[config.mk]
export PLATFORM = sky130hd
export DESIGN_NAME = cia402_drive_state_controller_flat
export DESIGN_NICKNAME = d
export VERILOG_FILES = /design/src/hdl/cia402_pkg.sv /design/src/hdl/cia402_ifs.sv /design/src/hdl/cia402_in_stage.sv /design/src/hdl/cia402_core.sv /design/src/hdl/cia402_drive_state_controller.sv /design/src/flat_wrapper.sv
export SDC_FILE = /design/constraint.sdc
export NUM_CORES = 1
export LEC_CHECK = 0
export BUFFER_PORTS_ARGS = -buffer_cell sky130_fd_sc_hd__buf_2
export CORE_ASPECT_RATIO = 1.2
export CORE_MARGIN = 5
export CORE_UTILIZATION = 50
export DETAILED_ROUTE_END_ITERATION = 16
export HOLD_SLACK_MARGIN = 0.12
export PLACE_DENSITY = 0.74
export SLEW_MARGIN = 10
export SYNTH_ARGS = -nofsm -noshare
export SYNTH_HDL_FRONTEND = slang
export SYNTH_SLANG_ARGS = --single-unit
[constraint.sdc]
create_clock -name clk -period 6 [get_ports clk]
set_clock_uncertainty 0.1 [all_clocks]
set_input_delay 0.6 -clock clk [delete_from_list [all_inputs] [get_ports clk]]
set_output_delay 0.6 -clock clk [all_outputs]
set_load 0.05 [all_outputs]
[src/hdl/cia402_pkg.sv]
// Package for the CiA 402 drive state controller.
// Holds drive state codes, status decode masks, control word constants and the item type.
`timescale 1ns / 1ps

package cia402_pkg;

  typedef enum logic [3:0] {
    DS_START       = 4'd0,
    DS_NOT_READY   = 4'd1,
    DS_SW_DISABLED = 4'd2,
    DS_READY       = 4'd3,
    DS_SWITCHED_ON = 4'd4,
    DS_OP_ENABLED  = 4'd5,
    DS_QUICK_STOP  = 4'd6,
    DS_FAULT_REACT = 4'd7,
    DS_FAULT       = 4'd8,
    DS_UNDEFINED   = 4'd9
  } drive_state_t;

  typedef enum logic [1:0] {
    CFG_AUTO_TRANS  = 2'd0,
    CFG_AUTO_FRESET = 2'd1,
    CFG_RESET_CMD   = 2'd2
  } cfg_index_t;

  typedef enum logic [1:0] {
    REQ_ZERO    = 2'd0,
    REQ_NONZERO = 2'd1,
    REQ_NAN     = 2'd2
  } reset_req_t;

  localparam logic [15:0] SW_MASK_A    = 16'h004F;
  localparam logic [15:0] SW_MASK_B    = 16'h006F;
  localparam logic [15:0] SW_NOT_READY = 16'h0000;
  localparam logic [15:0] SW_DISABLED  = 16'h0040;
  localparam logic [15:0] SW_READY     = 16'h0021;
  localparam logic [15:0] SW_SWITCHED  = 16'h0023;
  localparam logic [15:0] SW_OP_EN     = 16'h0027;
  localparam logic [15:0] SW_QSTOP     = 16'h0007;
  localparam logic [15:0] SW_FREACT    = 16'h000F;
  localparam logic [15:0] SW_FAULT     = 16'h0008;

  localparam logic [15:0] CW_SHUTDOWN_MASK = 16'h007E;
  localparam logic [15:0] CW_SHUTDOWN      = 16'h0006;
  localparam logic [15:0] CW_SWITCH_MASK   = 16'h0077;
  localparam logic [15:0] CW_SWITCH_ON     = 16'h0007;
  localparam logic [15:0] CW_ENABLE_MASK   = 16'h007F;
  localparam logic [15:0] CW_ENABLE_OP     = 16'h000F;
  localparam logic [15:0] CW_KEEP_ENABLED  = 16'h001F;
  localparam logic [15:0] CW_FRESET_MASK   = 16'h00FF;
  localparam logic [15:0] CW_FAULT_RESET   = 16'h0080;

  typedef struct packed {
    logic        op;
    logic [15:0] stat_word;
    logic [15:0] command_word;
    logic [1:0]  reset_request;
    logic        operational;
  } in_item_t;

endpackage

[src/hdl/cia402_ifs.sv]
// Valid/ready channel interfaces for the CiA 402 drive state controller.
// Depends on nothing; payload fields follow the item and result layouts.
`timescale 1ns / 1ps

interface cia402_in_if;
  logic        valid;
  logic        ready;
  logic        op;
  logic [15:0] stat_word;
  logic [15:0] command_word;
  logic [1:0]  reset_request;
  logic        operational;

  modport source (output valid, op, stat_word, command_word, reset_request, operational,
                  input ready);
  modport sink (input valid, op, stat_word, command_word, reset_request, operational,
                output ready);
endinterface

interface cia402_out_if;
  logic        valid;
  logic        ready;
  logic [15:0] ctrl_word_out;
  logic [3:0]  drive_state;
  logic        initialized;

  modport source (output valid, ctrl_word_out, drive_state, initialized, input ready);
  modport sink (input valid, ctrl_word_out, drive_state, initialized, output ready);
endinterface

[src/hdl/cia402_in_stage.sv]
// Input register stage: captures one transaction and holds it until the core takes it.
// Depends on cia402_pkg.
`timescale 1ns / 1ps

module cia402_in_stage
  import cia402_pkg::*;
(
  input  logic     clk,
  input  logic     rst_n,
  input  logic     in_valid,
  output logic     in_ready,
  input  in_item_t in_item,
  output logic     s1_valid,
  input  logic     s1_take,
  output in_item_t s1_item
);

  logic     valid_r;
  logic     valid_nxt;
  in_item_t item_r;

  assign in_ready  = !valid_r || s1_take;
  assign valid_nxt = in_ready ? in_valid : valid_r;

  always_ff @(posedge clk) begin
    if (!rst_n) begin
      valid_r <= 1'b0;
    end else begin
      valid_r <= valid_nxt;
    end
  end

  always_ff @(posedge clk) begin
    if (in_valid && in_ready) begin
      item_r <= in_item;
    end
  end

  assign s1_valid = valid_r;
  assign s1_item  = item_r;

endmodule

[src/hdl/cia402_core.sv]
// Drive state tracking, control word rewrite and result register.
// Depends on cia402_pkg.
`timescale 1ns / 1ps

module cia402_core
  import cia402_pkg::*;
(
  input  logic        clk,
  input  logic        rst_n,
  input  logic        cfg_we,
  input  logic [1:0]  cfg_index,
  input  logic        cfg_wdata,
  input  logic        s1_valid,
  output logic        s1_take,
  input  in_item_t    s1_item,
  output logic        out_valid,
  input  logic        out_ready,
  output logic [15:0] ctrl_word_out,
  output logic [3:0]  drive_state,
  output logic        initialized
);

  logic         auto_trans_r;
  logic         auto_freset_r;
  logic         reset_cmd_r;

  drive_state_t state_r,   state_nxt;
  logic [15:0]  prev_sw_r, prev_sw_nxt;
  logic         pending_r, pending_nxt;
  logic         seen_r,    seen_nxt;
  logic         ready_r,   ready_nxt;

  logic         out_valid_r;
  logic [15:0]  cw_out_r;
  logic [15:0]  cw_nxt;

  function automatic drive_state_t decode_status(input logic [15:0] sw);
    logic [15:0] a;
    logic [15:0] b;
    a = sw & SW_MASK_A;
    b = sw & SW_MASK_B;
    if (a == SW_NOT_READY)     return DS_NOT_READY;
    else if (a == SW_DISABLED) return DS_SW_DISABLED;
    else if (b == SW_READY)    return DS_READY;
    else if (b == SW_SWITCHED) return DS_SWITCHED_ON;
    else if (b == SW_OP_EN)    return DS_OP_ENABLED;
    else if (b == SW_QSTOP)    return DS_QUICK_STOP;
    else if (a == SW_FREACT)   return DS_FAULT_REACT;
    else if (a == SW_FAULT)    return DS_FAULT;
    else                       return DS_UNDEFINED;
  endfunction

  always_ff @(posedge clk) begin
    if (!rst_n) begin
      auto_trans_r  <= 1'b0;
      auto_freset_r <= 1'b0;
      reset_cmd_r   <= 1'b0;
    end else if (cfg_we) begin
      unique case (cfg_index)
        CFG_AUTO_TRANS:  auto_trans_r  <= cfg_wdata;
        CFG_AUTO_FRESET: auto_freset_r <= cfg_wdata;
        CFG_RESET_CMD:   reset_cmd_r   <= cfg_wdata;
        default: ;
      endcase
    end
  end

  assign s1_take = s1_valid && (!out_valid_r || out_ready);

  always_comb begin
    logic seen_tmp;
    state_nxt   = state_r;
    prev_sw_nxt = prev_sw_r;
    pending_nxt = pending_r;
    seen_nxt    = seen_r;
    ready_nxt   = ready_r;
    cw_nxt      = '0;
    seen_tmp    = seen_r;
    if (!s1_item.op) begin
      if (s1_item.stat_word != prev_sw_r) begin
        state_nxt = decode_status(s1_item.stat_word);
      end
      prev_sw_nxt = s1_item.stat_word;
      ready_nxt   = (state_nxt == DS_OP_ENABLED);
    end else begin
      cw_nxt = s1_item.command_word;
      if (s1_item.operational) begin
        if (reset_cmd_r) begin
          if (s1_item.reset_request == REQ_ZERO) begin
            seen_tmp = 1'b0;
          end
          seen_nxt = seen_tmp;
          if (!seen_tmp && s1_item.reset_request != REQ_ZERO
              && s1_item.reset_request != REQ_NAN) begin
            seen_nxt    = 1'b1;
            pending_nxt = 1'b1;
          end
        end
        if (auto_trans_r) begin
          case (state_r)
            DS_SW_DISABLED: cw_nxt = (s1_item.command_word & CW_SHUTDOWN_MASK) | CW_SHUTDOWN;
            DS_READY:       cw_nxt = (s1_item.command_word & CW_SWITCH_MASK) | CW_SWITCH_ON;
            DS_SWITCHED_ON,
            DS_QUICK_STOP:  cw_nxt = (s1_item.command_word & CW_ENABLE_MASK) | CW_ENABLE_OP;
            DS_OP_ENABLED:  cw_nxt = s1_item.command_word | CW_KEEP_ENABLED;
            DS_FAULT: begin
              if (auto_freset_r || pending_nxt) begin
                pending_nxt = 1'b0;
                cw_nxt = (s1_item.command_word & CW_FRESET_MASK) | CW_FAULT_RESET;
              end
            end
            default: ;
          endcase
        end
      end
    end
  end

  always_ff @(posedge clk) begin
    if (!rst_n) begin
      state_r     <= DS_START;
      prev_sw_r   <= '0;
      pending_r   <= 1'b0;
      seen_r      <= 1'b0;
      ready_r     <= 1'b0;
      out_valid_r <= 1'b0;
    end else begin
      if (s1_take) begin
        state_r   <= state_nxt;
        prev_sw_r <= prev_sw_nxt;
        pending_r <= pending_nxt;
        seen_r    <= seen_nxt;
        ready_r   <= ready_nxt;
      end
      if (s1_take) begin
        out_valid_r <= 1'b1;
      end else if (out_ready) begin
        out_valid_r <= 1'b0;
      end
    end
  end

  always_ff @(posedge clk) begin
    if (s1_take) begin
      cw_out_r <= cw_nxt;
    end
  end

  assign out_valid     = out_valid_r;
  assign ctrl_word_out = cw_out_r;
  assign drive_state   = state_r;
  assign initialized   = ready_r;

endmodule

[src/hdl/cia402_drive_state_controller.sv]
// Top level of the CiA 402 drive state controller.
// Depends on cia402_pkg, cia402_ifs, cia402_in_stage and cia402_core.
//
// Takes one transaction per clock on in_chan while out_chan is not stalled, and returns one
// result per transaction on out_chan, in order, from the result register. The path
// is an input register, one pass of decode and rewrite logic, and the result register
// that also holds the drive state; throughput is one transaction per cycle unless stalled.
// A status word transaction updates the tracked drive state and returns ctrl_word_out of zero;
// a control word transaction returns the command word, rewritten toward operation enabled
// when auto transitions are on and the bus is operational. Configuration registers are
// written through cfg_we/cfg_index/cfg_wdata and should only change while the block is idle.
`timescale 1ns / 1ps

module cia402_drive_state_controller
  import cia402_pkg::*;
(
  input  logic         clk,
  input  logic         rst_n,
  input  logic         cfg_we,
  input  logic [1:0]   cfg_index,
  input  logic         cfg_wdata,
  cia402_in_if.sink    in_chan,
  cia402_out_if.source out_chan
);

  in_item_t in_item;
  in_item_t s1_item;
  logic     s1_valid;
  logic     s1_take;

  assign in_item.op            = in_chan.op;
  assign in_item.stat_word     = in_chan.stat_word;
  assign in_item.command_word  = in_chan.command_word;
  assign in_item.reset_request = in_chan.reset_request;
  assign in_item.operational   = in_chan.operational;

  cia402_in_stage u_in_stage (
    .clk      (clk),
    .rst_n    (rst_n),
    .in_valid (in_chan.valid),
    .in_ready (in_chan.ready),
    .in_item  (in_item),
    .s1_valid (s1_valid),
    .s1_take  (s1_take),
    .s1_item  (s1_item)
  );

  cia402_core u_core (
    .clk           (clk),
    .rst_n         (rst_n),
    .cfg_we        (cfg_we),
    .cfg_index     (cfg_index),
    .cfg_wdata     (cfg_wdata),
    .s1_valid      (s1_valid),
    .s1_take       (s1_take),
    .s1_item       (s1_item),
    .out_valid     (out_chan.valid),
    .out_ready     (out_chan.ready),
    .ctrl_word_out (out_chan.ctrl_word_out),
    .drive_state   (out_chan.drive_state),
    .initialized   (out_chan.initialized)
  );

endmodule

[src/flat_wrapper.sv]
// flat-port wrapper written by rule: the top's interface ports become plain ports
module cia402_drive_state_controller_flat import cia402_pkg::*;
  (clk, rst_n, cfg_we, cfg_index, cfg_wdata, in_chan_valid, in_chan_op, in_chan_stat_word, in_chan_command_word, in_chan_reset_request, in_chan_operational, in_chan_ready, out_chan_valid, out_chan_ctrl_word_out, out_chan_drive_state, out_chan_initialized, out_chan_ready);
  cia402_in_if in_chan_i ();
  cia402_out_if out_chan_i ();
  input  logic clk;
  input  logic rst_n;
  input  logic cfg_we;
  input  logic [1:0] cfg_index;
  input  logic cfg_wdata;
  input wire logic [$bits(in_chan_i.valid)-1:0] in_chan_valid;
  input wire logic [$bits(in_chan_i.op)-1:0] in_chan_op;
  input wire logic [$bits(in_chan_i.stat_word)-1:0] in_chan_stat_word;
  input wire logic [$bits(in_chan_i.command_word)-1:0] in_chan_command_word;
  input wire logic [$bits(in_chan_i.reset_request)-1:0] in_chan_reset_request;
  input wire logic [$bits(in_chan_i.operational)-1:0] in_chan_operational;
  output wire logic [$bits(in_chan_i.ready)-1:0] in_chan_ready;
  output wire logic [$bits(out_chan_i.valid)-1:0] out_chan_valid;
  output wire logic [$bits(out_chan_i.ctrl_word_out)-1:0] out_chan_ctrl_word_out;
  output wire logic [$bits(out_chan_i.drive_state)-1:0] out_chan_drive_state;
  output wire logic [$bits(out_chan_i.initialized)-1:0] out_chan_initialized;
  input wire logic [$bits(out_chan_i.ready)-1:0] out_chan_ready;
  assign in_chan_i.valid = in_chan_valid;
  assign in_chan_i.op = in_chan_op;
  assign in_chan_i.stat_word = in_chan_stat_word;
  assign in_chan_i.command_word = in_chan_command_word;
  assign in_chan_i.reset_request = in_chan_reset_request;
  assign in_chan_i.operational = in_chan_operational;
  assign in_chan_ready = in_chan_i.ready;
  assign out_chan_valid = out_chan_i.valid;
  assign out_chan_ctrl_word_out = out_chan_i.ctrl_word_out;
  assign out_chan_drive_state = out_chan_i.drive_state;
  assign out_chan_initialized = out_chan_i.initialized;
  assign out_chan_i.ready = out_chan_ready;
  cia402_drive_state_controller u_core (.clk(clk), .rst_n(rst_n), .cfg_we(cfg_we), .cfg_index(cfg_index), .cfg_wdata(cfg_wdata), .in_chan(in_chan_i), .out_chan(out_chan_i));
endmodule
==> results of run 1 <==
## how the worst max path moves through the flow
| stage | slack (ns) | start | cells after the start | end |
|---|---|---|---|---|
| finish | 3.43 | u_core.u_core.out_valid | 5 | u_core.u_core.drive_state[0] |
| global route | 3.17 | u_core.u_core.out_valid | 5 | u_core.u_core.drive_state[0] |
| floorplan | 3.47 | u_core.u_core.out_valid | 3 | u_core.u_in_stage.s1_item[0] |
| detailed placement | 3.10 | out_chan_ready | 6 | u_core.u_core.drive_state[0] |
| global placement | 3.18 | out_chan_ready | 6 | u_core.u_core.drive_state[0] |
| CTS | 3.39 | u_core.u_core.out_valid | 5 | u_core.u_core.drive_state[0] |
## layer usage
layer,global-route usage [%],up-vias
met5,0,-
met4,6.79,0
met3,5.65,11
met2,25.2,58
met1,17.7,962
li1,-,1060
## cell usage after synthesis (7+ instances only)
cell / n / area [sq um]
dfxtp_1: 28 / 561
nor2_1: 8 / 30.0
edfxtp_1: 52 / 1560
nand2_1: 44 / 165
a21boi_0: 16 / 120
o21ai_0: 7 / 35.0
and2_1: 13 / 81.3
a21oi_1: 8 / 40.0
mux2i_1: 7 / 70.1
xor2_1: 17 / 149
nor2b_1: 9 / 56.3
## state kept, by name, indices dropped and copies added (netlist names), 4 cells and up
signal and flops:
u_core.u_core.ctrl_word_out 16, u_core.u_core.prev_sw_r 16, u_core.u_in_stage.s1_item 36, u_core.u_core.drive_state 4
## logic make-up (layout without fill, tap and decap cells)
group	count (synthesis)	in the layout	synth area share, %
xor gates and xnor gates	17	17	4.63
AOI/OAI and AO/OA	46	46	9.69
muxes	7	7	2.18
DFF	80	80	66.0
buffers and inverters	15	88	2.06
and+or+nand+nor	98	98	15.4
## power groups by stage
stage / combinational, uW / sequential (uW) / clock [uW]
final: 91.4 / 632 / 460
after detailed placement: 92.1 / 644 / 0
after floorplan: 40.6 / 664 / 0
after global placement: 90.0 / 644 / 0
after CTS: 92.9 / 632 / 469
after global routing: 101 / 635 / 492
## cell type report
cell class,count,area (sq um),share of cell area [%]
repair buffers,66,330,8.59
flip-flops and latches,80,2120,55.2
multi-input cells,168,1030,26.8
well taps,85,106,2.76
clock inverters,6,108,2.80
inverters,6,22.5,0.585
clock buffers,10,128,3.32
## metrics by stage
step | utilization [%] | worst slack [ns]
3_3_place_gp | 56.7 | 3.18
5_1_grt | 60.4 | 3.17
3_5_place_dp | 56.7 | 3.10
2_1_floorplan | - | 3.47
6_report | 60.4 | 3.43
4_1_cts | 60.4 | 3.39
==> results.sh, run 1 <==
export IMPL_holdPathStages=1
export IMPL_ant_nets=0
export IMPL_crit_chain="nor2b_1 -> nor2b_2 -> and2_1 -> nand2_1 -> mux2i_1"
export IMPL_dieArea_sq_mm=0.00814
export IMPL_yosysUniqueCellTypes=36
export IMPL_finalHoldViolCount=0
export IMPL_antenna_cells=0
export IMPL_drc_errors=0
export IMPL_cts_made_buffers=9
export IMPL_yosysSeqAreaShare_pct=66.0
export IMPL_synth_seq_cells=80
export IMPL_numPortBuffers=66
export IMPL_maxCapViolCount=0
export IMPL_synth_ff_type="edfxtp_1"
export IMPL_critical_path_required_ns=6.13
export IMPL_hpwl_microns=3940
export IMPL_num_vias=2091
export IMPL_pwr_share_seq_pct=53.4
export IMPL_final_max_slew_violation_count=0
export IMPL_drive_gt1_share_pct=25.9
export IMPL_status="finished clean"
export IMPL_dp_cells=405
export IMPL_crit_arrival_ns=2.71
export IMPL_syn_to_final_growth_pct=19.6
export IMPL_r2r_slack_ns=3.43
export IMPL_combPwrFrac_pct=7.7
export IMPL_routed_wl_microns=5810
export IMPL_clkPwrFrac_pct=38.9
export IMPL_min_period_ns=2.57
export IMPL_wl_met2_microns=2880
export IMPL_io_pins=67
export IMPL_wl_met3_microns=400
export IMPL_min_to="u_core.u_in_stage.s1_item[32]"
export IMPL_slowest_stage="nor2b_2"
export IMPL_synth_nets=307
export IMPL_path_class="reg2reg"
export IMPL_final_setup_tns_ns=0
export IMPL_worst_pin_slew_ns=0.871
export IMPL_wl_met1_microns=2450
export IMPL_grt_usage_pct=15.2
export IMPL_r2r_start="u_core.u_core.out_valid"
export IMPL_place_congestion=0.738
export IMPL_root_buffer="clkbuf_8"
export IMPL_leakagePower_uw=0.00151
export IMPL_cts_hold_buf=0
export IMPL_drt_first_pass_iters=4
export IMPL_syn_inst=263
export IMPL_path_clk_slew_ns=0.08
export IMPL_setup_violations=0
export IMPL_design_area_sq_mm=0.00385
export IMPL_syn_cell_area_sq_mm=0.00322
export IMPL_post_dp_cell_area_sq_mm=0.00361
export IMPL_cts_tree="done"
export IMPL_worstSetupEndpointType="flop"
export IMPL_h_tree_depth=3
export IMPL_fp_dieW_microns=83.2
export IMPL_critPathMaxStageDelay_ns=0.70
export IMPL_intPower_uw=923
export IMPL_routedWlPerCell_microns=13.8
export IMPL_fmax_mhz=388
export IMPL_postCtsResizedCells=0
export IMPL_num_rows=32
export IMPL_die_h_microns=97.9
export IMPL_cts_setup_buffers=0
export IMPL_power_density_mw_per_mm2=308
export IMPL_clock_latency_ns=0.35
export IMPL_regToRegEndpoint="u_core.u_core.drive_state[0]"
export IMPL_numClockSinks=80
export IMPL_worst_path_buf_inv=0
export IMPL_async_flop_share_pct=0
export IMPL_drt_iter0_drc=75
export IMPL_slew_headroom_pct=41.7
export IMPL_power_switching_uw=260
export IMPL_hold_slack_ns=0.323
export IMPL_nets=375
export IMPL_finalPower_uw=1180
export IMPL_r2r_cells=5
export IMPL_synth_avg_cell_area_sq_um=12.2
export IMPL_rsz0062_at_grt="no"
export IMPL_start_util_pct=50.5
export IMPL_grt_pass1_vias=2051
export IMPL_hp_class="in2reg"
export IMPL_fin_crit_sh_pct=42.9
export IMPL_layout_commonest_cell="buf_2"
export IMPL_fill_cells=513
export IMPL_clock_path_buffers=2
export IMPL_synth_edf_count=52
export IMPL_mostFrequentLayoutCells="66 x buf_2, 52 x edfxtp_1, 44 x nand2_1"
export IMPL_grt_max_degree=37
export IMPL_ir_drop_mv=0.178
export IMPL_via_per_inst=4.97
export IMPL_finalNonFillerCells=421
export IMPL_grt_pass1_wl_microns=9720
export IMPL_routed_top_layer="met4"
export IMPL_startpoint_type="flop"
export IMPL_grt_overflow_total=0
export IMPL_min_from="in_chan_stat_word[13]"
export IMPL_cp_max_fo=19
export IMPL_fp_coreArea_sq_mm=0.00637
export IMPL_yosysWarnings=0
export IMPL_cp_top_family="simple AND/OR/NAND/NOR gates"
export IMPL_switching_share_pct=22.0
export IMPL_antenna_found_initial=0
Note: power is estimated with default switching activity, not from simulation.
==> run 2: changes to the inputs <==
ABC_AREA = 1   (was unset)
CORE_UTILIZATION = 49   (was 50)
PLACE_DENSITY = 0.75   (was 0.74)
clock period = 2.3 ns   (was 6 ns; I/O delays follow)
==> run 2 against run 1 <==
Net effect:
- design area is 16% higher
- sequential cell count stayed put
- first-iteration DRC count is 44% higher
- power grew to 2.6 times the previous value
- synthesized cell count is 38% higher
- critical path depth is 4 higher
- routed wire length is 18% higher
- synthesized area is 4.9% higher
- sequential share of layout area is 7.5 points lower
- maximum frequency is 33% higher
- setup slack worse by 3.1 ns
- sequential power grew to 2.6 times the previous value
==> results.sh, run 2 <==
export IMPL_fmax_mhz=516
export IMPL_ant_nets=0
export IMPL_antenna_cells=0
export IMPL_cts_setup_buffers=0
export IMPL_synth_nets=407
export IMPL_yosysWarnings=0
export IMPL_synth_seq_cells=80
export IMPL_worstSetupEndpointType="flop"
export IMPL_via_per_inst=4.77
export IMPL_regArea_sq_mm=0.00212
export IMPL_fp_coreArea_sq_mm=0.00677
export IMPL_synth_mux_area_share_pct=0
export IMPL_status="finished clean"
export IMPL_start_util_pct=49.8
export IMPL_crit_arrival_ns=1.92
export IMPL_synth_avg_cell_area_sq_um=9.29
export IMPL_cts_made_buffers=9
export IMPL_drt_first_pass_iters=4
export IMPL_leakagePower_uw=0.00200
export IMPL_numPortBuffers=66
export IMPL_layout_commonest_cell="nand2_1"
export IMPL_design_area_sq_mm=0.00445
export IMPL_nets=525
export IMPL_grt_overflow_total=0
export IMPL_path_class="reg2reg"
export IMPL_cts_hold_buf=42
export IMPL_synthAdderAreaFrac_pct=0
export IMPL_setup_violations=0
export IMPL_grt_max_degree=24
export IMPL_cts_tree="done"
export IMPL_fp_dieW_microns=85.7
export IMPL_mostFrequentLayoutCells="82 x nand2_1, 67 x inv_1, 66 x buf_2"
export IMPL_yosys_area_share_simple_pct=19.6
export IMPL_synth_ff_type="edfxtp_1"
export IMPL_async_flop_share_pct=0
export IMPL_grt_pass1_wl_microns=11600
export IMPL_cp_max_fo=8
export IMPL_synth_xor_area_share_pct=0
export IMPL_startpoint_type="flop"
export IMPL_final_setup_tns_ns=0
export IMPL_slew_headroom_pct=59.1
export IMPL_synth_top_area_cell="edfxtp_1"
export IMPL_final_max_slew_violation_count=0
export IMPL_post_dp_cell_area_sq_mm=0.00383
export IMPL_yosysUniqueCellTypes=26
export IMPL_synth_edf_count=52
export IMPL_synth_compound_area_share_pct=9.16
export IMPL_synth_most_common_cell="nand2_1"
export IMPL_holdPathStages=3
export IMPL_synth_top_family_by_area="simple AND/OR/NAND/NOR gates"
export IMPL_drt_iter0_drc=108
export IMPL_grt_usage_pct=17.1
export IMPL_syn_cell_area_sq_mm=0.00337
export IMPL_clock_latency_ns=0.35
export IMPL_multi_input_area_sq_um=975
export IMPL_ir_drop_mv=0.586
export IMPL_drive_gt1_share_pct=21.4
export IMPL_die_h_microns=101
export IMPL_dieArea_sq_mm=0.00865
export IMPL_hp_class="in2reg"
export IMPL_synth_area_leaders="edfxtp_1 46%, dfxtp_1 17%, nand2_1 9.1%"
export IMPL_place_congestion=0.841
export IMPL_finalHoldViolCount=0
export IMPL_drc_errors=0
export IMPL_root_buffer="clkbuf_8"
export IMPL_h_tree_depth=3
export IMPL_path_clk_slew_ns=0.08
export IMPL_min_period_ns=1.94
export IMPL_routedWlPerCell_microns=11.9
export IMPL_fill_cells=541
export IMPL_clock_path_buffers=2
export IMPL_num_vias=2731
export IMPL_hpwl_microns=4770
export IMPL_antenna_found_initial=0
export IMPL_fin_crit_sh_pct=84.2
export IMPL_critical_path_required_ns=2.28
export IMPL_maxCapViolCount=0
export IMPL_largest_register_ffs=36
export IMPL_synth_top_cell_area_share_pct=46.3
export IMPL_syn_inst=363
export IMPL_grt_pass1_vias=2753
export IMPL_numClockSinks=80
export IMPL_r2r_cells=9
export IMPL_yosysSeqAreaShare_pct=62.9
export IMPL_rsz0062_at_grt="no"
export IMPL_syn_to_final_growth_pct=32.0
export IMPL_io_pins=67
export IMPL_synth_top_cells_by_count="82 x nand2_1, 67 x inv_1, 52 x edfxtp_1"
export IMPL_num_rows=33
export IMPL_routed_wl_microns=6850
export IMPL_worst_pin_slew_ns=0.607
export IMPL_power_density_mw_per_mm2=689
export IMPL_postCtsResizedCells=0
-- run 2: cell types whose count changed in the layout (fill, tap and decap cells not counted), sizes merged, moves of 15 or more --
cell         previous run  this run
nor2                    8        36
nand2                  44        86
a21boi                 16         0
xor2                   17         0
dlygate4sd3             0        42
o21ai                   7        22
a21oi                   8        28
inv                     6        73
-- run 2: kinds of logic after synthesis --
family / Yosys count
flops: 80
simple gates: 151
buf+inv: 75
compound gates: 57
-- run 2: worst max-delay path, cell delays in order, from the launching register on --
cell     delay [ns]
dfxtp_1        0.38
inv_1          0.10
nor2_1         0.14
nand2_1        0.07
nand2_1        0.06
inv_1          0.03
nand2_1        0.06
o21ai_0        0.11
o31ai_2        0.50
nor2_1         0.10
-- run 2: routing by layer --
metal / vias to the layer above / GRT usage, % / part of all wire [%]
met3: 18 / 4.50 / 5.7
met1: 1226 / 18.5 / 40
met4: 0 / 9.14 / 3.2
li1: 1417 / - / -
met5: - / 0 / 0
met2: 70 / 30.4 / 51
-- run 2: cell type report --
type | instances | share of cell area, %
Sequential cell | 80 | 47.7
Multi-Input combinational cell | 208 | 21.9
Timing Repair Buffer | 112 | 17.5
Inverter | 70 | 5.90
Clock buffer | 9 | 2.78
Tap cell | 87 | 2.45
Clock inverter | 7 | 1.77
-- run 2: final timing paths --
path	slack (ns)	from	endpoint
setup / recovery	0.36	u_core.u_core.drive_state[2]	u_core.u_core.ctrl_word_out[10]
hold / removal	0.14	cfg_index[1]	u_core.u_core.auto_trans_r
setup reg to reg	0.36	u_core.u_core.drive_state[2]	u_core.u_core.ctrl_word_out[10]
hold reg to reg	0.37	u_core.u_core.pending_r	u_core.u_core.pending_r
-- run 2: metrics by stage --
stage	utilization [%]	setup slack (ns)	power, uW	hold slack, ns	cells
global placement	56.5	0.489	1970	0.306	515
finish	65.7	0.363	3070	0.138	573
global route	65.7	0.198	3200	0.125	573
detailed placement	56.5	0.373	1990	0.308	515
CTS	65.7	0.359	3090	0.125	573
floorplan	-	0.169	1880	0.229	363
-- run 2: report_power, final --
part	total [uW]	switching [uW]	internal, uW
sequential	1660	43.1	1610
combinational	352	211	141
clock	1060	544	514
